<file path="src/hdl/wpsp_pkg.sv">
// Shared constants and types for the WAV PCM stream parser.
// No dependencies; imported by wav_pcm_stream_parser_unit.
`timescale 1ns / 1ps
`default_nettype none

package wpsp_pkg;

	// Header limits.
	localparam int unsigned MAX_CHANNELS     = 8;
	localparam int unsigned HEADER_MIN_BYTES = 44;

	// Four-character tags, first file byte in the high byte.
	localparam logic [31:0] TAG_RIFF = 32'h5249_4646;
	localparam logic [31:0] TAG_WAVE = 32'h5741_5645;
	localparam logic [31:0] TAG_FMT  = 32'h666D_7420;
	localparam logic [31:0] TAG_DATA = 32'h6461_7461;

	// Parser phase codes.
	localparam logic [2:0] PH_RIFF       = 3'd0;
	localparam logic [2:0] PH_CHUNK      = 3'd1;
	localparam logic [2:0] PH_WAVE       = 3'd2;
	localparam logic [2:0] PH_FMT_SCAN   = 3'd3;
	localparam logic [2:0] PH_FMT_FIELDS = 3'd4;
	localparam logic [2:0] PH_DATA_SCAN  = 3'd5;
	localparam logic [2:0] PH_DATA_SIZE  = 3'd6;
	localparam logic [2:0] PH_SAMPLES    = 3'd7;

	// Byte positions inside the fmt chunk after its tag (counted after the byte).
	localparam logic [4:0] FI_WORD    = 5'd4;
	localparam logic [4:0] FI_FORMAT  = 5'd6;
	localparam logic [4:0] FI_CHANS   = 5'd8;
	localparam logic [4:0] FI_RATE    = 5'd12;
	localparam logic [4:0] FI_AVGRATE = 5'd16;
	localparam logic [4:0] FI_ALIGN   = 5'd18;
	localparam logic [4:0] FI_BITS    = 5'd20;

	// Result kinds.
	localparam logic [1:0] KIND_SAMPLE = 2'd0;
	localparam logic [1:0] KIND_HEADER = 2'd1;
	localparam logic [1:0] KIND_ERROR  = 2'd2;

	// Error codes.
	localparam logic [2:0] ERR_TOO_SMALL    = 3'd0;
	localparam logic [2:0] ERR_NO_RIFF      = 3'd1;
	localparam logic [2:0] ERR_NOT_WAVE     = 3'd2;
	localparam logic [2:0] ERR_NO_FMT       = 3'd3;
	localparam logic [2:0] ERR_NOT_PCM      = 3'd4;
	localparam logic [2:0] ERR_NO_DATA      = 3'd5;
	localparam logic [2:0] ERR_BAD_BITS     = 3'd6;
	localparam logic [2:0] ERR_BAD_CHANNELS = 3'd7;

	localparam logic [15:0] FMT_PCM = 16'd1;
	localparam logic [15:0] BITS_8  = 16'd8;
	localparam logic [15:0] BITS_16 = 16'd16;

	localparam int unsigned RES_BITS  = 138;
	localparam int unsigned TDATA_W   = 144;

	// One result item.
	typedef struct packed {
		logic [15:0] bits_per_sample;
		logic [15:0] block_align;
		logic [31:0] byte_rate;
		logic [31:0] sample_rate;
		logic [15:0] channels;
		logic [2:0]  error_code;
		logic        frame_end;
		logic [5:0]  channel;
		logic [15:0] sample;
	} res_t;

endpackage

`default_nettype wire

</file>
<file path="src/hdl/wav_pcm_stream_parser_unit.sv">
// WAV PCM stream parser: header checker and sample extractor, top level.
// Depends on wpsp_pkg for tags, phase codes, result kinds and error codes.
`timescale 1ns / 1ps
`default_nettype none

// The parser takes a WAV file one byte per transfer on the slave stream and
// sustains one byte per clock cycle while the master side accepts results.
// Each byte is first captured in an input register. Once the output register
// is free, the parser state is updated from that register by a short piece of
// logic (a byte shift, a tag compare, a 32-bit count compare), and any result
// lands in the output register at the end of that cycle, so a result passes
// through the input register and the output register before its transfer. The
// output register frees itself in the cycle that its transfer completes, so
// back-to-back bytes flow without bubbles; while the master side stalls with a
// result pending, the input register holds one more byte and then backpressure
// reaches the slave side. Results carry a kind on tuser: an audio sample, the
// header once it has been checked, or an error. Errors are sticky: after one
// error no further result appears until reset. Bytes beyond file_bytes are
// swallowed silently. The file length must be written on the configuration
// channel before the first byte of a file, while the block is idle; a write
// takes effect on the next byte.
module wav_pcm_stream_parser_unit (
	input  wire logic                          clk,
	input  wire logic                          arst_n,
	// Configuration: file length in bytes.
	input  wire logic                          cfg_valid,
	output logic                               cfg_ready,
	input  wire logic [31:0]                   cfg_data,
	// Input bytes. tdata: data_byte[7:0].
	input  wire logic                          s_axis_tvalid,
	output logic                               s_axis_tready,
	input  wire logic [7:0]                    s_axis_tdata,
	// Results. tdata from bit 0: sample[15:0], channel[21:16], frame_end[22],
	// error_code[25:23], channels[41:26], sample_rate[73:42],
	// byte_rate[105:74], block_align[121:106], bits_per_sample[137:122],
	// zero fill[143:138]. tuser: kind[1:0].
	output logic                               m_axis_tvalid,
	input  wire logic                          m_axis_tready,
	output logic [wpsp_pkg::TDATA_W-1:0]       m_axis_tdata,
	output logic [1:0]                         m_axis_tuser
);
	import wpsp_pkg::*;

	// Input register.
	logic        in_valid_s1;
	logic [7:0]  in_byte_s1;

	// Parser state.
	logic [31:0] file_bytes_q;
	logic [2:0]  phase_q,      phase_d;
	logic [31:0] byte_count_q, byte_count_d;
	logic [31:0] word_q,       word_d;
	logic [4:0]  field_q,      field_d;
	logic [15:0] chan_cnt_q,   chan_cnt_d;
	logic [31:0] rate_q,       rate_d;
	logic [31:0] avg_rate_q,   avg_rate_d;
	logic [15:0] align_q,      align_d;
	logic [15:0] bits_q,       bits_d;
	logic [5:0]  cur_chan_q,   cur_chan_d;
	logic [8:0]  held_q,       held_d;
	logic        error_q,      error_d;

	// Output register.
	logic        out_valid_q;
	logic [1:0]  kind_q;
	res_t        res_q;

	// Result of the byte being processed.
	logic        res_valid;
	logic [1:0]  res_kind;
	res_t        res;

	logic        out_free;
	logic        proc;
	logic        last_byte;
	logic        stop;
	logic        do_err;
	logic [2:0]  err_code;
	logic        do_sample;
	logic [15:0] sample_val;
	logic        frame_last;
	logic [15:0] le16_w;
	logic [31:0] le32_w;

	assign cfg_ready     = 1'b1;
	assign out_free      = !out_valid_q || m_axis_tready;
	assign proc          = in_valid_s1 && out_free;
	assign s_axis_tready = !in_valid_s1 || out_free;

	// Little-endian views of the shift word after the current byte is in.
	assign le16_w = {word_d[7:0], word_d[15:8]};
	assign le32_w = {word_d[7:0], word_d[15:8], word_d[23:16], word_d[31:24]};

	// A sample closes its frame when the next channel index reaches the count.
	assign frame_last = ({10'd0, cur_chan_q} + 16'd1) == chan_cnt_q;

	always_comb begin
		phase_d      = phase_q;
		byte_count_d = byte_count_q;
		word_d       = word_q;
		field_d      = field_q;
		chan_cnt_d   = chan_cnt_q;
		rate_d       = rate_q;
		avg_rate_d   = avg_rate_q;
		align_d      = align_q;
		bits_d       = bits_q;
		cur_chan_d   = cur_chan_q;
		held_d       = held_q;
		last_byte    = 1'b0;
		stop         = 1'b0;
		do_err       = 1'b0;
		err_code     = ERR_TOO_SMALL;
		do_sample    = 1'b0;
		sample_val   = 16'd0;
		res_valid    = 1'b0;
		res_kind     = KIND_SAMPLE;
		res          = '0;

		if (proc && !error_q) begin
			if (byte_count_q == 32'd0 &&
			    file_bytes_q <= HEADER_MIN_BYTES[31:0]) begin
				do_err = 1'b1;
			end else if (byte_count_q < file_bytes_q) begin
				byte_count_d = byte_count_q + 32'd1;
				word_d       = {word_q[23:0], in_byte_s1};
				field_d      = field_q + 5'd1;
				last_byte    = (byte_count_d == file_bytes_q);

				case (phase_q)
					PH_RIFF: begin
						if (field_d == FI_WORD) begin
							if (word_d != TAG_RIFF) begin
								do_err   = 1'b1;
								err_code = ERR_NO_RIFF;
								stop     = 1'b1;
							end else begin
								phase_d = PH_CHUNK;
								field_d = 5'd0;
							end
						end
					end
					PH_CHUNK: begin
						if (field_d == FI_WORD) begin
							phase_d = PH_WAVE;
							field_d = 5'd0;
						end
					end
					PH_WAVE: begin
						if (field_d == FI_WORD) begin
							if (word_d != TAG_WAVE) begin
								do_err   = 1'b1;
								err_code = ERR_NOT_WAVE;
								stop     = 1'b1;
							end else begin
								phase_d = PH_FMT_SCAN;
								field_d = 5'd0;
							end
						end
					end
					PH_FMT_SCAN: begin
						if (field_d == FI_WORD) begin
							field_d = 5'd0;
							if (word_d == TAG_FMT) begin
								phase_d = PH_FMT_FIELDS;
							end
						end
					end
					PH_FMT_FIELDS: begin
						case (field_d)
							FI_FORMAT: begin
								if (le16_w != FMT_PCM) begin
									do_err   = 1'b1;
									err_code = ERR_NOT_PCM;
									stop     = 1'b1;
								end
							end
							FI_CHANS:   chan_cnt_d = le16_w;
							FI_RATE:    rate_d     = le32_w;
							FI_AVGRATE: avg_rate_d = le32_w;
							FI_ALIGN:   align_d    = le16_w;
							FI_BITS: begin
								bits_d  = le16_w;
								phase_d = PH_DATA_SCAN;
								field_d = 5'd0;
							end
							default: ;
						endcase
					end
					PH_DATA_SCAN: begin
						if (field_d == FI_WORD) begin
							field_d = 5'd0;
							if (word_d == TAG_DATA) begin
								phase_d = PH_DATA_SIZE;
							end
						end
					end
					PH_DATA_SIZE: begin
						if (field_d == FI_WORD) begin
							stop = 1'b1;
							if (chan_cnt_q == 16'd0 ||
							    chan_cnt_q > MAX_CHANNELS[15:0]) begin
								do_err   = 1'b1;
								err_code = ERR_BAD_CHANNELS;
							end else if (bits_q != BITS_8 && bits_q != BITS_16) begin
								do_err   = 1'b1;
								err_code = ERR_BAD_BITS;
							end else begin
								phase_d                  = PH_SAMPLES;
								field_d                  = 5'd0;
								cur_chan_d               = 6'd0;
								held_d                   = 9'd0;
								res_valid                = 1'b1;
								res_kind                 = KIND_HEADER;
								res.channels             = chan_cnt_q;
								res.sample_rate          = rate_q;
								res.byte_rate            = avg_rate_q;
								res.block_align          = align_q;
								res.bits_per_sample      = bits_q;
							end
						end
					end
					default: begin
						// Sample data. The end of the file is no error here.
						stop    = 1'b1;
						field_d = 5'd0;
						if (bits_q == BITS_8) begin
							// 257*x - 32768 is the byte doubled with the sign bit flipped.
							do_sample  = 1'b1;
							sample_val = {~in_byte_s1[7], in_byte_s1[6:0], in_byte_s1};
						end else if (held_q[8]) begin
							do_sample  = 1'b1;
							sample_val = {in_byte_s1, held_q[7:0]};
							held_d     = 9'd0;
						end else begin
							held_d = {1'b1, in_byte_s1};
						end
					end
				endcase

				// The file ended before the header was complete.
				if (!stop && last_byte) begin
					do_err = 1'b1;
					if (phase_d == PH_RIFF || phase_d == PH_CHUNK || phase_d == PH_WAVE) begin
						err_code = ERR_TOO_SMALL;
					end else if (phase_d == PH_FMT_SCAN) begin
						err_code = ERR_NO_FMT;
					end else begin
						err_code = ERR_NO_DATA;
					end
				end
			end
		end

		if (do_sample) begin
			res_valid     = 1'b1;
			res_kind      = KIND_SAMPLE;
			res.sample    = sample_val;
			res.channel   = cur_chan_q;
			res.frame_end = frame_last;
			cur_chan_d    = frame_last ? 6'd0 : cur_chan_q + 6'd1;
		end

		if (do_err) begin
			res_valid      = 1'b1;
			res_kind       = KIND_ERROR;
			res            = '0;
			res.error_code = err_code;
		end

		error_d = error_q || do_err;
	end

	// Configuration register.
	always_ff @(posedge clk or negedge arst_n) begin
		if (!arst_n) begin
			file_bytes_q <= 32'd0;
		end else if (cfg_valid && cfg_ready) begin
			file_bytes_q <= cfg_data;
		end
	end

	// Input register.
	always_ff @(posedge clk or negedge arst_n) begin
		if (!arst_n) begin
			in_valid_s1 <= 1'b0;
		end else if (s_axis_tready) begin
			in_valid_s1 <= s_axis_tvalid;
		end
	end

	always_ff @(posedge clk) begin
		if (s_axis_tvalid && s_axis_tready) begin
			in_byte_s1 <= s_axis_tdata;
		end
	end

	// Parser state.
	always_ff @(posedge clk or negedge arst_n) begin
		if (!arst_n) begin
			phase_q      <= PH_RIFF;
			byte_count_q <= 32'd0;
			word_q       <= 32'd0;
			field_q      <= 5'd0;
			chan_cnt_q   <= 16'd0;
			rate_q       <= 32'd0;
			avg_rate_q   <= 32'd0;
			align_q      <= 16'd0;
			bits_q       <= 16'd0;
			cur_chan_q   <= 6'd0;
			held_q       <= 9'd0;
			error_q      <= 1'b0;
		end else if (proc) begin
			phase_q      <= phase_d;
			byte_count_q <= byte_count_d;
			word_q       <= word_d;
			field_q      <= field_d;
			chan_cnt_q   <= chan_cnt_d;
			rate_q       <= rate_d;
			avg_rate_q   <= avg_rate_d;
			align_q      <= align_d;
			bits_q       <= bits_d;
			cur_chan_q   <= cur_chan_d;
			held_q       <= held_d;
			error_q      <= error_d;
		end
	end

	// Output register.
	always_ff @(posedge clk or negedge arst_n) begin
		if (!arst_n) begin
			out_valid_q <= 1'b0;
		end else if (out_free) begin
			out_valid_q <= proc && res_valid;
		end
	end

	always_ff @(posedge clk) begin
		if (proc && res_valid) begin
			kind_q <= res_kind;
			res_q  <= res;
		end
	end

	assign m_axis_tvalid = out_valid_q;
	assign m_axis_tuser  = kind_q;
	assign m_axis_tdata  = {{(TDATA_W - RES_BITS){1'b0}}, res_q};

	// Once an error has been taken, the only result left can be that error.
	a_error_sticky: assert property (@(posedge clk) disable iff (!arst_n)
		error_q && out_valid_q |-> kind_q == KIND_ERROR)
		else $error("result other than the error pending after an error");

	// Samples appear only once the header has been accepted.
	a_sample_phase: assert property (@(posedge clk) disable iff (!arst_n)
		out_valid_q && kind_q == KIND_SAMPLE |-> phase_q == PH_SAMPLES)
		else $error("sample result outside the sample phase");

	// A frame end marks the highest channel index of the frame.
	a_frame_end: assert property (@(posedge clk) disable iff (!arst_n)
		out_valid_q && kind_q == KIND_SAMPLE && res_q.frame_end
		|-> ({10'd0, res_q.channel} + 16'd1) == chan_cnt_q)
		else $error("frame end on a channel other than the last");

	// The byte counter never runs past the file length without an error.
	a_count_bound: assert property (@(posedge clk) disable iff (!arst_n)
		proc && !error_q && byte_count_q < file_bytes_q
		|=> byte_count_q <= $past(file_bytes_q))
		else $error("byte count passed the file length");

endmodule

`default_nettype wire
</file>
<file path="config.mk">
export PLATFORM = sky130hd
export DESIGN_NAME = wav_pcm_stream_parser_unit
export DESIGN_NICKNAME = d
export VERILOG_FILES = /design/src/hdl/wpsp_pkg.sv /design/src/hdl/wav_pcm_stream_parser_unit.sv
export SDC_FILE = /design/constraint.sdc
export NUM_CORES = 1
export LEC_CHECK = 0
export ABC_AREA = 1
export ABC_CLOCK_PERIOD_IN_PS = 8600
export BUFFER_PORTS_ARGS = -buffer_cell sky130_fd_sc_hd__buf_2
export CORE_MARGIN = 2
export CORE_UTILIZATION = 44
export CTS_BUF_LIST = sky130_fd_sc_hd__clkbuf_16
export CTS_CLUSTER_DIAMETER = 40
export DETAILED_ROUTE_END_ITERATION = 16
export SLEW_MARGIN = 0
export SYNTH_ARGS = -nofsm -noshare
export SYNTH_HDL_FRONTEND = slang
export SYNTH_SLANG_ARGS = --single-unit
export TNS_END_PERCENT = 1
</file>
<file path="constraint.sdc">
create_clock -name clk -period 8.6 [get_ports clk]
set_input_delay 1.72 -clock clk [delete_from_list [all_inputs] [get_ports clk]]
set_output_delay 1.72 -clock clk [all_outputs]
set_load 0.02 [all_outputs]
</file>
==> impl_metrics.csv <==
group,metric,value,unit
cts,numCtsBuffers,54,
cts,worstSkewPairLatency,0.59,ns
floorplan,fp.dieW,203,um
floorplan,die_h,203,um
setup_path,r2r_start,"file_bytes_q[31]",
cts,post_cts_buffers,0,
logic_synthesis,synthAdderAreaFrac,2.73,%
logic_synthesis,synth_warnings,0,
floorplan,dieArea,41200,sq um
placement,hpwlAfterDp,32.2,mm
placement,portBuffers,186,
global_route,grt_use_total,22.3,%
pwr,ir_drop,0.142,mV
floorplan,fp-row-count,72,
setup_path,crit_arrival,5.81,ns
global_route,grt-ovfl-total,0,
timing,rsz0062_at_grt,"no",
logic_synthesis,synth_xor_area_share,1.14,%
routing,drc,0,
global_route,grt_pass1_wl,71.5,mm
logic_synthesis,synth_compound_area_share,8.40,%
cts,clk_pin_slew,0.05,ns
global_route,gr-max-usage-layer,"met2",
setup_path,rr_worst_depth,16,
logic_synthesis,yosysTopAreaCell,"dfrtp_1",
final_layout,final_nets,2264,
routing,avgRoutedWirePerCell,16.4,um
setup_path,cp-end-kind,"flip-flop",
timing,timing.final.crit_period,5.51,ns
logic_synthesis,synth_top_family_by_area,"simple AND/OR/NAND/NOR gates",
timing,slew_headroom,21.3,%
setup_path,cpPeakStageDelay,0.64,ns
timing,max_freq,181,MHz
logic_synthesis,synthMuxAreaShare,0,%
setup_path,worstSetupStartpointType,"flip-flop",
cts,numClockSinks,374,
routing,totalWireLength,45.1,mm
routing,firstDrtPassIters,5,
status,status,"finished clean",
logic_synthesis,synth.ff_latch_count,374,
logic_synthesis,syn_inst,1967,
floorplan,ios,194,
logic_synthesis,avgSynthCellArea,8.85,sq um
logic_synthesis,synth_ff_type,"dfrtp_1",
timing,setup_ws,3.09,ns
final_layout,drive_gt1_share,13.8,%
hold_path,hold-path-cell-count,2,
logic_synthesis,syn_area,17400,sq um
job,maxCapViolCount,0,
routing,ant_nets,0,
timing,finalSetupViolCount,0,
hold_path,min_from,"error_q",
floorplan,start_util,44.8,%
cts,postCtsHoldBufs,0,
logic_synthesis,synthTopCellsByCount,"480 x nand2_1, 252 x inv_1, 249 x nor2_1",
routing,drtIter0Drc,916,
pwr,power,0.00420,W
final_layout,area_growth,19.0,%
timing,slew_viol_final,0,
logic_synthesis,ys_seq_area_share,58.0,%
hold_path,hold_class,"reg -> reg",
logic_synthesis,yosysMostFrequentCell,"nand2_1",
setup_path,rrSetupSlack,3.09,ns
timing,fin_setup_tns,0,ns
cts,cts_resized,0,
setup_path,r2r-end,"m_axis_tdata[53]",
setup_path,crit_type,"reg -> reg",
final_layout,insertedDiodeCount,0,
cts,htree_levels,2,
timing,period_share,64.1,%
cts,tritoncts,"yes",
setup_path,slowest_stage,"buf_4",
logic_synthesis,ys_top_cells_by_area,"dfrtp_1 32%, edfxtp_1 26%, nand2_1 10%, o21ai_0 6.1%, inv_1 5.4%",
placement,gp_congestion,0.938,
pwr,leakagePower,8.45,nW
global_route,grt_util_met3,4.24,%
global_route,grt_start_max_net_pins,99,
global_route,antenna_found_initial,0,
logic_synthesis,yosys.area_share.simple,22.3,%
timing,skew,0.0203,ns
timing,hold_violations,0,
setup_path,required,8.90,ns
floorplan,coreArea,38800,sq um
pwr,power_density,203,nW/um^2
hold_path,hold_end,"error_q",
logic_synthesis,synth_edf_count,148,
final_layout,instances_no_fill,2742,
setup_path,worstPathCellList,"inv_1 > ha_1 > nand2_1 > nor2_1 > nand2_1 > nor4_1 > nand2_1 > nand3_4 > inv_1 > buf_4 > nand2_4 > buf_4 > inv_1 > nor2_1 > nand2_4 > buf_12",
setup_path,critPathMaxFanout,87,
timing,tightest_slew,1.18,ns
routing,viasPerCell,4.97,
global_route,grt.met2_usage,37.2,%
cts,clockBufferDepth,3,
global_route,use_met1,28.9,%
placement,place_inst,2643,
routing,vias,13640,
logic_synthesis,synth_top_area_share,32.5,%
placement,dp_slack,2.78,ns
logic_synthesis,async_reset_ff_share,60.4,%
global_route,grt_pass1_vias,13248,
final_layout,fin_util,53.3,%
logic_synthesis,ys_types,50,
cts,clock-root-buffer,"clkbuf_16",
[cells in the final DEF (no fill, tap or decap), types with 4 or more instances in the layout]
cell,instances
buf_2,185
xnor2_1,4
nand4_1,40
clkinvlp_4,7
nand3_1,89
conb_1,33
or2_2,4
edfxtp_1,148
nor3_1,31
a21oi_1,32
nand3b_1,5
dfrtp_1,226
nor4_1,14
o211ai_1,4
ha_1,38
nor2_2,6
clkinv_2,4
bufinv_16,6
clkbuf_16,55
o21ai_1,5
a211oi_1,8
inv_6,8
clkinv_4,5
clkinv_1,10
nor2_1,249
xor2_1,16
nand2_1,477
o21ai_0,211
buf_4,10
inv_1,258
[worst max-delay path, delay by kind of cell (launching register included)]
family                     cells  cell delay, ns
and+or+nand+nor                9            2.54
buffers and inverters          6            1.78
DFF                            1            0.40
adders and majority gates      1            0.30
[registers in the layout, summed over array words and instances (netlist names), 3 cells and up]
register / cells
m_axis_tdata: 138
avg_rate_q: 32
byte_count_q: 32
file_bytes_q: 32
rate_q: 32
word_q: 24
align_q: 16
bits_q: 16
chan_cnt_q: 16
held_q: 9
in_byte_s1: 8
cur_chan_q: 6
field_q: 5
phase_q: 3
[cell families (layout without fill, tap and decap cells)]
logic type,Yosys count,after routing
AND/OR/NAND/NOR,930,930
flip-flops,374,374
buffers and inverters,327,553
AO/OA/AOI/OAI,275,275
adder cells (fa/ha/maj),38,38
XOR/XNOR,21,21
other,2,33
[routing by layer]
metal	routed length (um)	share of wire, %	vias up
met5	0	0	-
met4	1620	3.6	0
met3	2450	5.4	104
met2	21400	48	405
met1	19600	43	6328
li1	-	-	6803
[report_power, final]
group          switching, W  leakage, nW  internal (W)
registers         0.0000172         4.08       0.00187
clock network      0.000836        0.885       0.00135
logic             0.0000923         3.48     0.0000354
total              0.000946         8.45       0.00325
[how the worst max path moves through the flow]
stage,endpoint,depth (start not counted),slack (ns),from
floorplan,m_axis_tdata[0],18,1.97,m_axis_tready
global placement,m_axis_tdata[39],14,2.86,m_axis_tready
detailed placement,m_axis_tdata[32],14,2.78,m_axis_tready
CTS,m_axis_tdata[123],16,3.09,file_bytes_q[31]
global route,m_axis_tdata[38],16,2.56,file_bytes_q[31]
finish,m_axis_tdata[53],16,3.09,file_bytes_q[31]
[metrics by stage]
step / cell area (sq um) / hold WS (ns)
final: 20700 / 0.451
after global routing: 20700 / 0.503
after CTS: 20700 / 0.458
after detailed placement: 18900 / 0.444
after global placement: 18900 / 0.436
after floorplan: 17500 / 0.422
[final cells by class]
class | instances | area (sq um)
clock buffer | 55 | 1380
tap | 518 | 648
clock inverter | 44 | 427
fill | 3654 | 18100
timing repair buffer | 197 | 1040
inverter | 257 | 965
multi-input combinational | 1297 | 6160
sequential | 374 | 10100
No activity file was read; power rests on OpenSTA's default activity.
